## config.mk

```make
export PLATFORM = sky130hd
export DESIGN_NAME = vsfc_ctrl
export DESIGN_NICKNAME = d
export VERILOG_FILES = /design/src/design/variable_size_fifo_module_cache_macros.svh /design/src/design/vsfc_pkg.sv /design/src/design/vsfc_ctrl.sv
export SDC_FILE = /design/constraint.sdc
export NUM_CORES = 1
export LEC_CHECK = 0
export ABC_AREA = 1
export BUFFER_PORTS_ARGS = -buffer_cell sky130_fd_sc_hd__buf_4
export CAP_MARGIN = 40
export CORE_AREA = 2 2 39 41
export DETAILED_ROUTE_END_ITERATION = 16
export DIE_AREA = 0 0 41 43
export SETUP_SLACK_MARGIN = 0.15
export SLEW_MARGIN = 15
export SYNTH_ARGS = -nofsm -noshare
export SYNTH_HDL_FRONTEND = slang
export SYNTH_SLANG_ARGS = --single-unit
export TNS_END_PERCENT = 30
```

## constraint.sdc

```tcl
create_clock -name aclk -period 0.9 [get_ports aclk]
set_input_delay 0.045 -clock aclk [delete_from_list [all_inputs] [get_ports aclk]]
set_output_delay 0.045 -clock aclk [all_outputs]
set_load 0.01 [all_outputs]
```

## src/design/variable_size_fifo_module_cache_macros.svh

```systemverilog
// Assertion macros for the variable size FIFO module cache.
// Expects aclk and aresetn in the scope of each use.
`ifndef VARIABLE_SIZE_FIFO_MODULE_CACHE_MACROS_SVH
`define VARIABLE_SIZE_FIFO_MODULE_CACHE_MACROS_SVH

// Same-cycle implication, disabled during reset.
`define VSFC_ASSERT_NOW(lbl, ante, cons, msg) \
    lbl: assert property (@(posedge aclk) disable iff (!aresetn) (ante) |-> (cons)) \
        else $error(msg);

// Next-cycle implication, disabled during reset.
`define VSFC_ASSERT_NEXT(lbl, ante, cons, msg) \
    lbl: assert property (@(posedge aclk) disable iff (!aresetn) (ante) |=> (cons)) \
        else $error(msg);

`endif

```

## src/design/vsfc_pkg.sv

```systemverilog
// Shared types, constants and helpers for the variable size FIFO module cache.
// No dependencies.
`default_nettype none

package vsfc_pkg;

    localparam int QUEUE_DEPTH_DEF = 16;
    localparam int NUM_MODULES_DEF = 256;

    localparam int ID_W    = 8;
    localparam int SIZE_W  = 16;
    localparam int FILL_W  = 16;
    localparam int CNT_W   = 32;
    localparam int IDS     = 1 << ID_W;

    localparam logic [SIZE_W-1:0] CAP_RESET = 16'd1024;

    localparam int IN_TDATA_W  = 40;
    localparam int OUT_TDATA_W = 160;

    typedef enum logic [2:0] {
        ST_IDLE,
        ST_LOOKUP,
        ST_CHECK,
        ST_EVAL,
        ST_FINAL
    } state_t;

    typedef struct packed {
        logic load_req;
        logic lookup;
        logic count_hit;
        logic count_big;
        logic evict;
        logic insert;
        logic emit_final;
    } ctrl_cmd_t;

    typedef struct packed {
        logic hit;
        logic big;
        logic need_evict;
        logic out_free;
    } ctrl_sts_t;

    typedef struct packed {
        logic              is_eviction;
        logic [ID_W-1:0]   victim_id;
        logic [SIZE_W-1:0] victim_size;
        logic              hit;
        logic              too_large;
        logic [SIZE_W-1:0] used_after;
        logic [FILL_W-1:0] module_fills;
        logic [CNT_W-1:0]  hit_total;
        logic [CNT_W-1:0]  miss_total;
        logic [CNT_W-1:0]  eviction_total;
        logic              last;
    } out_rec_t;

    function automatic logic [CNT_W-1:0] sat_inc32(input logic [CNT_W-1:0] v);
        sat_inc32 = (v == '1) ? v : v + CNT_W'(1);
    endfunction

    function automatic logic [FILL_W-1:0] sat_inc16(input logic [FILL_W-1:0] v);
        sat_inc16 = (v == '1) ? v : v + FILL_W'(1);
    endfunction

endpackage

`default_nettype wire

```

## src/design/vsfc_ctrl.sv

```systemverilog
// Request sequencer for the module cache: lookup, evict loop, insert, final result.
// Depends on vsfc_pkg.
`default_nettype none

module vsfc_ctrl (
    input  wire logic             aclk,
    input  wire logic             aresetn,
    input  wire logic             s_tvalid,
    output logic                  s_tready,
    input  wire vsfc_pkg::ctrl_sts_t sts,
    output vsfc_pkg::ctrl_cmd_t   cmd
);

    vsfc_pkg::state_t state_reg, state_next;

    always_ff @(posedge aclk) begin
        if (!aresetn) begin
            state_reg <= vsfc_pkg::ST_IDLE;
        end else begin
            state_reg <= state_next;
        end
    end

    always_comb begin
        state_next = state_reg;
        unique case (state_reg)
            vsfc_pkg::ST_IDLE: begin
                if (s_tvalid) state_next = vsfc_pkg::ST_LOOKUP;
            end
            vsfc_pkg::ST_LOOKUP: begin
                state_next = vsfc_pkg::ST_CHECK;
            end
            vsfc_pkg::ST_CHECK: begin
                if (sts.hit || sts.big) state_next = vsfc_pkg::ST_FINAL;
                else state_next = vsfc_pkg::ST_EVAL;
            end
            vsfc_pkg::ST_EVAL: begin
                if (!sts.need_evict) state_next = vsfc_pkg::ST_FINAL;
            end
            vsfc_pkg::ST_FINAL: begin
                if (sts.out_free) state_next = vsfc_pkg::ST_IDLE;
            end
            default: begin
                state_next = vsfc_pkg::ST_IDLE;
            end
        endcase
    end

    always_comb begin
        cmd      = '0;
        s_tready = 1'b0;
        unique case (state_reg)
            vsfc_pkg::ST_IDLE: begin
                s_tready     = 1'b1;
                cmd.load_req = s_tvalid;
            end
            vsfc_pkg::ST_LOOKUP: begin
                cmd.lookup = 1'b1;
            end
            vsfc_pkg::ST_CHECK: begin
                priority if (sts.hit) begin
                    cmd.count_hit = 1'b1;
                end else if (sts.big) begin
                    cmd.count_big = 1'b1;
                end else begin
                    cmd.count_big = 1'b0;
                end
            end
            vsfc_pkg::ST_EVAL: begin
                if (sts.need_evict) cmd.evict = sts.out_free;
                else cmd.insert = 1'b1;
            end
            vsfc_pkg::ST_FINAL: begin
                cmd.emit_final = sts.out_free;
            end
            default: begin
                cmd = '0;
            end
        endcase
    end

endmodule

`default_nettype wire

```

After elaboration in Yosys (flattened, before gate mapping)
Index checks and enable logic that the tools add are counted.
{ "classes": {"n_eq_ne": 7, "n_reduce_logical": 3, "n_mux": 16} }
{ "op_table": {"columns": ["op", "count"], "rows": [
  ["case mux 3 bit (5 select lines)", 1],
  ["2-to-1 mux 3 bit", 4],
  ["2-to-1 mux 1 bit", 9],
  ["== test 3 x 2 -> 1 bit, second input constant", 2],
  ["!= test 2 bit, second input constant", 3],
  ["2-to-1 mux 2 bit", 2],
  ["== test 3 x 1 -> 1 bit, second input constant", 1],
  ["== test 3 bit, second input constant", 1],
  ["zero test 3 bit", 1],
  ["AND reduction 3 bit", 1],
  ["logical OR 1 bit", 1]
]} }
{ "totals": {"in_bits": 7, "elab_cells": 27, "register_bits": 3} }

Longest topological paths before layout
Gate-level depths: netlist of run 1.
{ "logic_depth": {"word_depth": 3, "depth_mapped": 7, "depth_no_buf": 6} }

Worst setup path after synthesis of run 1
OpenSTA, ideal clock, no wires.
{ "synth_timing": {"path_type": "reg-to-reg", "startpoint": "reg state_reg[1]", "endpoint": "reg state_reg[0]", "slack_ns": -0.027, "path_stages_with_launch": 8, "n_path_buf": 1, "t_arrival_ns": 0.814, "path_cell_list": "dfxtp_1 > clkbuf_8 > inv_1 > nand3_2 > nand3_2 > nand2_1 > nand2_1 > nor2_1"} }
{ "synth_between": {"elab_chain_len": 3, "word_cells_on_any_way": 10, "classes_between": "eq/ne: 7; mux: 1; reduce/logical: 2"} }
{ "synth_lines": {"columns": ["item", "line", "rtl"], "rows": [
  ["from (decl)", "vsfc_ctrl.sv:14", "vsfc_pkg::state_t state_reg, state_next;"],
  ["from (signal assigned)", "vsfc_ctrl.sv:18", "state_reg <= vsfc_pkg::ST_IDLE;"],
  ["from (signal assigned)", "vsfc_ctrl.sv:20", "state_reg <= state_next;"],
  ["== test 3 x 2 -> 1 bit (tied with other cells)", "vsfc_ctrl.sv:26", "unique case (state_reg)"],
  ["!= test 2 bit (no source line)", null, null],
  ["AND reduction 3 bit (no source line)", null, null]
]} }
Several ways; a longest one is shown, not always the timed one.
A chain may end at the register's enable or synchronous reset.

==> results list, run 1 <==
- Result of the run: finished with violations
* Violations in the final reports: negative setup slack
- Layout Utilization: 36.89%
- The internal portion of the total power is 0.9067 mW.
- Last weighted congestion value of the routability-driven placer: 0.7367
* Portion of total power attributed to sequential cells: about a fifth
- Die Area: about 0.0018 mm^2
- Classification of the worst-slack hold path: in -> reg
- Row generation in the floorplan step produced 14 rows.
- Largest net degree at the start of global routing: 8
- Post-Synthesis Cells: 42
* Worst hold-check slack: 0.001685 ns
- Final Cell Area: ~500 um^2
* Crit path largest cell delay: 0.36 ns
- Share of the clock period used by the worst path: 129.5%
- Transition time at the pin with the least slew margin: 0.1794 ns
- Maximum VDD drop: 0.8836 mV
* Hold Vio Cnt, Final: 0
- CTS built an H-tree with a depth of 1.
* Drt wl/cell: 9.265 um
- 15 I/O pins were placed.
- In this run, synthesis inferred 0 flip-flops with an integrated enable.
- Cells along the critical path: buf_6 > nor4_4 > buf_4
- Time the worst path needs with I/O delays and setup: 1.166 ns
- After synthesis, the netlist uses 13 different library cells.
- Of all nets on the critical path, the largest fanout is 5.
* Pleak: approximately 0.28 nW
* Psw: around 0.66 mW
* Logic pwr share: 64.0%
* Overall die width: 41 um
* Max-capacitance violation count: 0
- The via count of the first global-routing pass was 333.
- Main area contributors after synthesis: sky130_fd_sc_hd__dfxtp_1, sky130_fd_sc_hd__inv_1, sky130_fd_sc_hd__nor2_1
* Fraction of power spent switching nets: between 40% and 50%
- The total overflow left after global routing is 0.
- Final Slew Violations: 0
- Worst R2R Start: state_reg[0]$_SDFFE_PN0P_
- Maximum operating frequency: 0.8579 GHz
- Number of placed cells counting well taps: 77
- Counting flops and latches in the post-synthesis netlist gives 3.
* Mapped Avg Cell Area: 6.107 um^2
* DR DRC count: 0
* Cell depth of the worst hold path: 3
* Fraction of synthesized cell area taken by the top area cell type: 23.41%
* Via/cell ratio: 4.410
- In this run the worst setup path begins at state_reg[0]$_SDFFE_PN0P_.
- Minimum setup slack in the final design: -0.2657 ns
* DR pass1 iterations: 4
- Setup violations remaining at the end of the flow were counted as 11.
- The total area inside the core boundary comes to 0.001384 mm^2.
- HPWL reported at the end of detailed placement: 549.8 um
- Counting instances in the post-synthesis netlist gives the leading cell types as sky130_fd_sc_hd__inv_1, sky130_fd_sc_hd__nor2_1, sky130_fd_sc_hd__nand2_1.
- Setup slack on the worst flop-to-flop path: -0.13 ns
* Power per cell area: ~3100 mW/mm^2
* Number of vias in the routed layout: 366
* FF-to-FF path depth: 6
- Clk network pwr share: 15.9%
- Prevailing post-synth register cell: sky130_fd_sc_hd__dfxtp_1
- Number of buffers created by CTS: 3
- At the later pin of the worst-skew pair, clock insertion delay measures 0.24 ns.
- Fin cells: between 80 and 90
- Setup repair after global routing could not meet its margin everywhere.
* Layout overhead on the synthesized area: 99.02%
- Between clock sinks in the finished design, the worst skew comes to 0.007269 ns.
- In this run the cell area measured after placement is ~430 um^2.
* Global-route wire length before repair: between 1 and 1.5 mm
- Clock-pin slew was measured on the worst setup and hold paths at around 0.040 ns.
- Summed over all instances, the cell type with the most area after synthesis is sky130_fd_sc_hd__dfxtp_1.
* FF-to-FF End: state_reg[2]$_SDFFE_PN0P_
- In this run the cell area of the synthesized design comes to about 260 um^2.
- Number of input and output port buffers inserted: 14
* Antenna diodes: 0
- Ratio of cells with drive above 1 in the final layout: 58.21%
* All-Layer GR Usage: approximately 11%
- By startpoint and endpoint, the worst setup path is classified as reg -> out.
- Fraction of registers with async set/reset: 0%
- The final layout contains routed wiring with a total length of around 770 um.
* Number of design-rule violations left by the first detailed-router iteration: 11
- At the worst endpoint, the required time is 0.85 ns.
- Arrival time at the worst endpoint: between 1 and 1.5 ns
- Capture point of the worst path: cmd[0]
- Once detail routing completed, the nets flagged for antenna violations numbered 0.
- Counting along the longest clock path gives a buffer depth of 2.
- Max FFs per register: 3
* Clock tree from TritonCTS: built
* Layout Nets: 75
- Count of synthesis-stage warnings from yosys: 0
- STA classifies the critical path endpoint as an output pin.
- In this run the vertical extent of the chip is 43 um.
- The cell sitting at the root of the clock tree is a sky130_fd_sc_hd__clkbuf_4.
- Initial antenna violation count: 0
* Slowest library cell on the worst path: sky130_fd_sc_hd__dfxtp_4
- Initial cell density of the core: 18.54%
- Max_slew headroom: 87.95%
- Clock sink total: 3
- Post-Syn Nets: 49
* Proportion of synthesized chip area in sequential cells: 23.41%
- Crit start category: register
[routing by layer]
metal  wire length (um)  track usage (%)
met1                266            10.90
met2                403            15.31
met3                 45            4.712
met4                 53            13.33
met5                  0                0
[per-stage QoR]
stage,power [mW],TNS [ns],worst slack (ns)
after global placement,1.093,-0.4839,-0.09239
after floorplan,0.7325,-0.01257,-0.01257
after CTS,1.525,-2.072,-0.2744
final,1.569,-1.859,-0.2657
after global routing,1.685,-2.420,-0.2976
after detailed placement,1.097,-0.5448,-0.1158
[power by group through the flow]
stage / Combinational [mW] / Sequential, mW / Clock (mW)
6_report: 1.00 / 0.315 / 0.250
3_5_place_dp: 0.821 / 0.277 / 0
4_1_cts: 0.962 / 0.306 / 0.257
2_1_floorplan: 0.483 / 0.249 / 0
3_3_place_gp: 0.821 / 0.272 / 0
5_1_grt: 1.11 / 0.324 / 0.254
[repair_timing]
action,in CTS,in global routing
gates resized for setup,10,3
pin swaps,2,6
hold buffers,0,0
endpoints found under the setup margin,11,11
setup buffers,2,0
[cells in the final DEF, fill, tap and decap left out, drive strengths merged]
cell type,n
buf,22
nor2,10
inv,9
nand3,7
nand2,6
clkbuf,4
dfxtp,3
nor3,2
nor4,1
nand4,1
o211ai,1
a21oi,1
[cell families (layout without fill, tap and decap cells)]
logic type,after synthesis,after routing,synth area share (%)
simple gates,27,27,53.17
flops,3,3,23.42
compound gates,2,2,4.877
buf+inv,10,35,18.53
[area by class of cell]
cell class | instances | area (um^2)
Fill cell | 146 | 873.3
Multi-Input combinational cell | 29 | 186.4
Timing Repair Buffer | 22 | 172.7
Sequential cell | 3 | 68.82
Inverter | 9 | 36.28
Clock buffer | 4 | 26.28
Tap cell | 16 | 20.02
[critical path: cells and delay by family (launching register included)]
family | cells | cell delay, ns
flip-flops | 1 | 0.36
AND/OR/NAND/NOR | 1 | 0.24
buffers and inverters | 2 | 0.27
[how the worst min path moves through the flow]
stage | from | to
after floorplan | sts[3] | cmd[3]
after global placement | aresetn | state_reg[1]$_SDFFE_PN0P_
after detailed placement | aresetn | state_reg[1]$_SDFFE_PN0P_
after CTS | aresetn | state_reg[1]$_SDFFE_PN0P_
after global routing | aresetn | state_reg[1]$_SDFFE_PN0P_
final | aresetn | state_reg[1]$_SDFFE_PN0P_
No activity file was read; power rests on OpenSTA's default activity.
==> run 2: changes to the inputs <==
==> constraint.sdc (replaced) <==
create_clock -name aclk -period 0.9 [get_ports aclk]
set_input_delay 0.045 -clock aclk [delete_from_list [all_inputs] [get_ports aclk]]
set_output_delay 0.045 -clock aclk [all_outputs]
set_load 0.005 [all_outputs]
==> run 2 against run 1 <==
  * The flow still finishes with violations (negative setup slack)
  * Via count shrank 1.4%
  * First-iteration DRC count shrank 55%
  * Register-to-register slack lost 0.08 ns
  * Maximum frequency grew 1.7%
  * Final area grew 1.2%
  * Clock-buffer cell count is the same
  * Worst setup slack gained 0.020 ns
  * Critical path type unchanged
  * Critical endpoint is now cmd[1]
==> results list, run 2 (synthesis gave the netlist of run 1 again) <==
- Number of global-route vias before repair: 350 (+5.1%)
- Time the worst path needs with I/O delays and setup: 1.146 ns (-0.01983 ns)
- Clock transition time at the flip-flop clock pins of the worst setup and hold paths: 0.04 ns (about the same)
* Most frequent standard cell in the layout excluding fill and tap cells: sky130_fd_sc_hd__buf_4
- The share of the clock period used by the worst path came to 127.3% (-2.2 points).
- The initial core utilization is 18.54% (unchanged).
- The ratio of cells with drive above 1 in the final layout is 60.29% (+2.1 points).
* Total power: 1.550 mW (-1.2%)
* Pre-CTS WS: -0.1126 ns (+0.003273 ns)
- Clock sink total: 3 (unchanged)
- GRT overflow: 0 (unchanged)
* Crit path largest cell delay: 0.34 ns (-0.02 ns)
- The number of buffer and inverter instances along the worst setup path was 3 (+1).
* Maximum fanout along the worst path: 4 (-1)
- Total wire length after detailed routing: 882 um (+15%)
- Master cell of the clock root buffer: sky130_fd_sc_hd__clkbuf_4
- The power per unit of standard cell area was 3000 mW/mm^2 (-2.4%).
- Last weighted congestion value of the routability-driven placer: 0.7254 (-1.5%)
* All-Layer GR Usage: 12.45% (+1.2 points)
- Maximum VDD drop: 1.041 mV (+18%)
* Minimum setup slack in the final design: -0.2459 ns (+0.01983 ns)
- Layout Nets: 76 (+1.3%)
* Number of H-tree levels: 1 (unchanged)
- The chip width was 41 um (unchanged).
* DR DRC count: 0 (unchanged)
- The data arrival time of the critical path came to 1.10 ns (-0.02 ns).
- Data required time at the worst endpoint: 0.85 ns (about the same)
* Largest net degree at the start of global routing: 8 (unchanged)
- Crit start category: register
* Initial antenna violation count: 0 (unchanged)
* Transition time at the pin with the least slew margin: 0.2522 ns (+0.07277 ns)
- The final antenna-violating net count is 0 (unchanged).
- Number of vias in the routed layout: 361 (-1.4%)
- Compared with the post-synthesis result, the final layout area differs by 101.5%.
- Drt wl/cell: 10.50 um (+13%)
- The area of the die is 0.001763 mm^2 (unchanged).
* Number of buffers created by CTS: 3 (unchanged)
- The core box area came to 0.001384 mm^2 (unchanged).
- The slowest stage of the critical path belongs to the cell sky130_fd_sc_hd__dfxtp_4.
- Hold buffer count at CTS: 0 (unchanged)
- DR pass1 iterations: 4 (unchanged)
- The worst-case clock buffer depth came to 2 (unchanged).
- Std cell rows: 14 (unchanged)
- The number of inserted filler cells in the final layout came to 147 (+0.68%).
- The height of the die is 43 um (unchanged).
* Critical path class: reg -> out
- The library cells used most frequently in the layout, excluding fill and tap cells, are sky130_fd_sc_hd__buf_4, sky130_fd_sc_hd__nor2_1, sky130_fd_sc_hd__inv_1.
- The number of max-cap violations was 0 (unchanged).
- Max_slew headroom: 83.03% (-4.9 points)
- Kind of end point of the critical path: output pin
* Later-pin clock latency in the skew report: 0.24 ns (about the same)
- Number of design-rule violations left by the first detailed-router iteration: 5 (-6)
- Dominant cell type by count on the critical path: sky130_fd_sc_hd__buf_4
- Cell family with most CP delay: flip-flops
* # IOs: 15 (unchanged)
- Setup repair after global routing could not meet its margin everywhere.
* Number of input and output port buffers inserted: 14 (unchanged)
* Global-route wire length before repair: 1.428 mm (+14%)
- Setup slack on the worst flop-to-flop path: -0.21 ns (-0.08 ns)
- The flow ran to the end, but the final reports show violations.
* Cells along the critical path: buf_4 > inv_4 > nand3_1 > nor2_1 > buf_4
- The placed wire-length estimate after detailed placement was 500.6 um (-8.9%).
- Maximum operating frequency: 0.8727 GHz (+1.7%)
* Pleak: 0.2776 nW (-1.8%)
- The flip-flop count of the largest register, all copies and words added is 3 (unchanged).
- Hold Vio Cnt, Final: 0 (unchanged)
- The worst clock skew on the final layout was 0.004603 ns (-0.002666 ns).
* Via/cell ratio: 4.298 (-2.5%)
* Final Slew Violations: 0 (unchanged)
* Antenna diodes: 0 (unchanged)
- Classification of the worst-slack hold path: in -> reg
* Violations in the final reports: negative setup slack
* Clock tree from TritonCTS: built
* Setup violators final: 11 (unchanged)
## run 2: cell types whose count changed in the layout (fill, tap and decap cells not counted), sizes merged
cell and change:
buf +1
## run 2: final timing paths
check / start / endpoint / cells after the start
worst max-delay path: state_reg[2]$_SDFFE_PN0P_ / cmd[1] / 5
worst min register to register: state_reg[2]$_SDFFE_PN0P_ / state_reg[2]$_SDFFE_PN0P_ / 4
worst max register to register: state_reg[2]$_SDFFE_PN0P_ / state_reg[0]$_SDFFE_PN0P_ / 8
worst min-delay path: aresetn / state_reg[1]$_SDFFE_PN0P_ / 3
## run 2: timing repair
item,CTS,global route
setup buffers,5,2
resized for setup,15,1
setup endpoints to repair,11,11
pin swaps,7,6
## run 2: metrics by stage
step	setup TNS [ns]	utilization, %	std cells	hold slack (ns)	instance area (um^2)
4_1_cts	-1.718	36.08	82	0.01288	499.2
6_report	-2.182	37.34	84	0.004592	516.7
5_1_grt	-2.967	37.34	84	0.03240	516.7
3_3_place_gp	-0.3307	27.85	73	0.2510	385.4
3_5_place_dp	-0.3223	27.85	73	0.2554	385.4
2_1_floorplan	-0.009060	-	42	0.1211	259.0
## run 2: worst register-to-register path: cells and delay by family (launching register included)
kind	cells	cell delay [ns]
buffers and inverters	2	0.23
DFF	1	0.34
and+or+nand+nor	6	0.44
## run 2: power breakdown
| group | internal [mW] | total (mW) | switching (mW) | leakage [nW] |
|---|---|---|---|---|
| logic | 0.523 | 0.984 | 0.461 | 0.236 |
| registers | 0.221 | 0.321 | 0.0998 | 0.0267 |
| clock network | 0.167 | 0.245 | 0.0786 | 0.0150 |
| total | 0.911 | 1.55 | 0.639 | 0.278 |
## run 2: final cells by class
cell class	count	area, um^2	share of cell area [%]
Clock buffer	4	26.28	5.085
Inverter	9	36.28	7.022
Multi-Input combinational cell	29	182.7	35.35
Sequential cell	3	71.32	13.80
Tap cell	16	20.02	3.874
Timing Repair Buffer	23	180.2	34.87
## run 2: routing by layer
layer	wire [um]	global-route usage (%)	vias up	part of all wire [%]
li1	-	-	184	-
met1	309	12.86	164	35
met2	506	19.69	11	57
met3	49	3.141	2	5.6
met4	17	10.00	0	1.9
met5	0	0	-	0
==> run 3: changes to the inputs <==
--- a/config.mk
+++ b/config.mk
@@ -11,6 +11,7 @@
 export CORE_AREA = 2 2 39 41
 export DETAILED_ROUTE_END_ITERATION = 16
 export DIE_AREA = 0 0 41 43
+export HOLD_SLACK_MARGIN = 0.06
 export SETUP_SLACK_MARGIN = 0.15
 export SLEW_MARGIN = 15
 export SYNTH_ARGS = -nofsm -noshare
==> run 3 against run 2 <==
  * The flow still finishes with violations (negative setup slack)
  * Sequential share of layout area shrank 0.26 points
  * Power up 0.21%
  * Die area stayed put
  * Worst setup slack unchanged
  * Maximum frequency is the same
  * Sequential power hardly changed
  * Wire length is 0.68% higher
  * Final cell count is 1.2% higher
  * Clock-buffer cell count unchanged
  * Non-clock buffer count rose by 1
  * Hold slack gained 0.20 ns
  * Critical path type unchanged
  * Largest cell class is now non-clock buffers
==> results list, run 3 (synthesis gave the netlist of run 1 again) <==
* Hold Vio Cnt, Final: 0 (unchanged)
* Fin cells: 85 (+1.2%)
- Met2 global-route usage: 19.69% (unchanged)
- The number of optimization iterations in the first detailed-route pass is 4 (unchanged).
* Sum of negative setup slack: -2.180 ns (+0.001430 ns)
- Die Y: 43 um (unchanged)
- The final total power was 1.554 mW (+0.21%).
- The chip width is 41 um (unchanged).
- Transition time at the pin with the least slew margin: 0.2522 ns (unchanged)
* Initial antenna violation count: 0 (unchanged)
* Cell family with most CP delay: flip-flops
- Ratio of cells with drive above 1 in the final layout: 59.42% (-0.87 points)
* Clk network pwr share: 15.8% (about the same)
* Maximum operating frequency: 0.8727 GHz (unchanged)
- The total wirelength of the detailed-routed design came to 888 um (+0.68%).
- The flow ran to the end, but the final reports show violations.
- The cell that appears most often on the critical path is sky130_fd_sc_hd__buf_4.
- Minimum setup slack in the final design: -0.2459 ns (unchanged)
- The final max-slew violation count came to 0 (unchanged).
* Clock tree from TritonCTS: built
- The number of max-cap violations is 0 (unchanged).
- In this run the most used layer during global routing was met2.
- The data arrival time of the critical path was 1.10 ns (about the same).
- Relative to the synthesized area, the layout overhead comes to 105.4%.
- Number of global-route vias before repair: 350 (unchanged)
* Std cell rows: 14 (unchanged)
- The number of buffer cells added on primary ports was 14 (unchanged).
- Last weighted congestion value of the routability-driven placer: 0.7254 (unchanged)
* Worst hold-check slack: 0.2095 ns (+0.2049 ns)
* Layout Utilization: 38.07% (+0.72 points)
* DR DRC count: 0 (unchanged)
- The worst setup path is captured at an output pin.
- Number of placed cells counting well taps: 73 (unchanged)
- The core box area is 0.001384 mm^2 (unchanged).
- Share of the clock period used by the worst path: 127.3% (unchanged)
* Fraction of power spent switching nets: 41.18% (-0.055 points)
- The detailed-route vias per instance was 4.271 (-0.63%).
- The flip-flop count of the largest register, all copies and words added is 3 (unchanged).
- Classification of the worst-slack hold path: in -> reg
* Critical path class: reg -> out
- Bufs and invs on worst path: 3 (unchanged)
- The post-placement setup slack was -0.1126 ns (unchanged).
- Initial cell density of the core: 18.54% (unchanged)
- The multi-input logic area is 182.7 um^2 (unchanged).
* Slowest library cell on the worst path: sky130_fd_sc_hd__dfxtp_4
- The required time reported for the critical path endpoint is 0.85 ns (about the same).
- # IOs: 15 (unchanged)
- The library cells used most frequently in the layout, excluding fill and tap cells, are sky130_fd_sc_hd__buf_4, sky130_fd_sc_hd__nor2_1, sky130_fd_sc_hd__inv_1.
* Number of design-rule violations left by the first detailed-router iteration: 4 (-1)
* M1 GR Usage: 12.86% (unchanged)
- Setup repair after global routing could not meet its margin everywhere.
* Final Cell Area: 526.8 um^2 (+1.9%)
* Maximum fanout along the worst path: 4 (unchanged)
- Internal: 0.9140 mW (+0.31%)
- Maximum VDD drop: 1.041 mV (about the same)
* Cells along the critical path: buf_4 > inv_4 > nand3_1 > nor2_1 > buf_4
- Crit path largest cell delay: 0.34 ns (about the same)
- The met3 capacity usage during global routing came to 3.141% (unchanged).
- The global router's overall resource usage is 12.45% (unchanged).
- The final net count is 77 (+1.3%).
* Drt wl/cell: 10.45 um (-0.50%)
- Most frequent standard cell in the layout excluding fill and tap cells: sky130_fd_sc_hd__buf_4
- Time the worst path needs with I/O delays and setup: 1.146 ns (unchanged)
- Logic pwr share: 63.6% (about the same)
* Clock sink total: 3 (unchanged)
- The CTS H-tree depth is 1 (unchanged).
- The worst slew margin relative to its limit was 83.03% (unchanged).
- The number of antenna repair diodes was 0 (unchanged).
* Number of vias in the routed layout: 363 (+0.55%)
- Later-pin clock latency in the skew report: 0.24 ns (about the same)
- The final number of setup-violating endpoints was 11 (unchanged).
* GRT overflow: 0 (unchanged)
- The instance area at placement was 385.4 um^2 (unchanged).
- Deepest clock path buffer count: 2 (unchanged)
- The placed wire-length estimate after detailed placement is 500.6 um (unchanged).
- Clock transition time at the flip-flop clock pins of the worst setup and hold paths: 0.03 ns (about the same)
- Die Area: 0.001763 mm^2 (unchanged)
- Number of buffers created by CTS: 3 (unchanged)
- The power per unit of standard cell area was 2950 mW/mm^2 (-1.7%).
* Psw: 0.6398 mW (about the same)
* Portion of total power attributed to sequential cells: 20.6% (about the same)
* Pleak: 0.2818 nW (+1.5%)
- The final antenna-violating net count came to 0 (unchanged).
- The tree is rooted in a sky130_fd_sc_hd__clkbuf_4.
- The first-pass GRT wire length came to 1.428 mm (unchanged).
- STA classifies the critical path startpoint as a register.
* Filler cell count in the final layout: 146 (-0.68%)
- Violations in the final reports: negative setup slack
* Final setup skew: 0.004603 ns (unchanged)
- Sequential cell area: 71.32 um^2 (unchanged)
* Largest net degree at the start of global routing: 8 (unchanged)
[run 3: changes by cell type in the layout (fill, tap and decap cells not counted), sizes merged]
cell,before,now
dlygate4sd3,0,1
[run 3: worst min-delay path, stage by stage]
cell and delay [ns]:
sky130_fd_sc_hd__buf_4 0.08, sky130_fd_sc_hd__inv_1 0.05, sky130_fd_sc_hd__nand3_2 0.09, sky130_fd_sc_hd__nand3_1 0.06
sky130_fd_sc_hd__nor2_1 0.09
[run 3: final timing paths]
check,start,slack [ns],end,depth (start not counted)
worst max-delay path,state_reg[2]$_SDFFE_PN0P_,-0.25,cmd[1],5
worst min-delay path,s_tvalid,0.21,state_reg[2]$_SDFFE_PN0P_,5
worst max register to register,state_reg[2]$_SDFFE_PN0P_,-0.21,state_reg[0]$_SDFFE_PN0P_,8
worst min register to register,state_reg[2]$_SDFFE_PN0P_,0.67,state_reg[2]$_SDFFE_PN0P_,4
[run 3: routing by layer]
layer / vias to the layer above / share of wire [%]
met5: - / 0
met1: 164 / 35
met3: 2 / 5.4
li1: 186 / -
met2: 11 / 57
met4: 0 / 1.9
[run 3: final cells by class]
type                    instances  area share (%)
repair buffers                 24           36.10
multi-input cells              29           34.68
flip-flops and latches          3           13.54
inverters                       9           6.888
clock buffers                   4           4.988
well taps                      16           3.800
[run 3: power by group through the flow]
stage	Combinational (mW)	Clock (mW)	Sequential, mW
final	0.988	0.245	0.321
after global routing	1.09	0.273	0.339
after CTS	0.879	0.248	0.324
after detailed placement	0.644	0	0.281
after global placement	0.642	0	0.281
after floorplan	0.433	0	0.249
[run 3: repair_timing]
action,CTS,global route
resized for setup,15,1
setup buffers,5,2
endpoints found under the hold margin,2,0
pin swaps,7,6
setup endpoints to repair,11,11
hold buffers,1,0
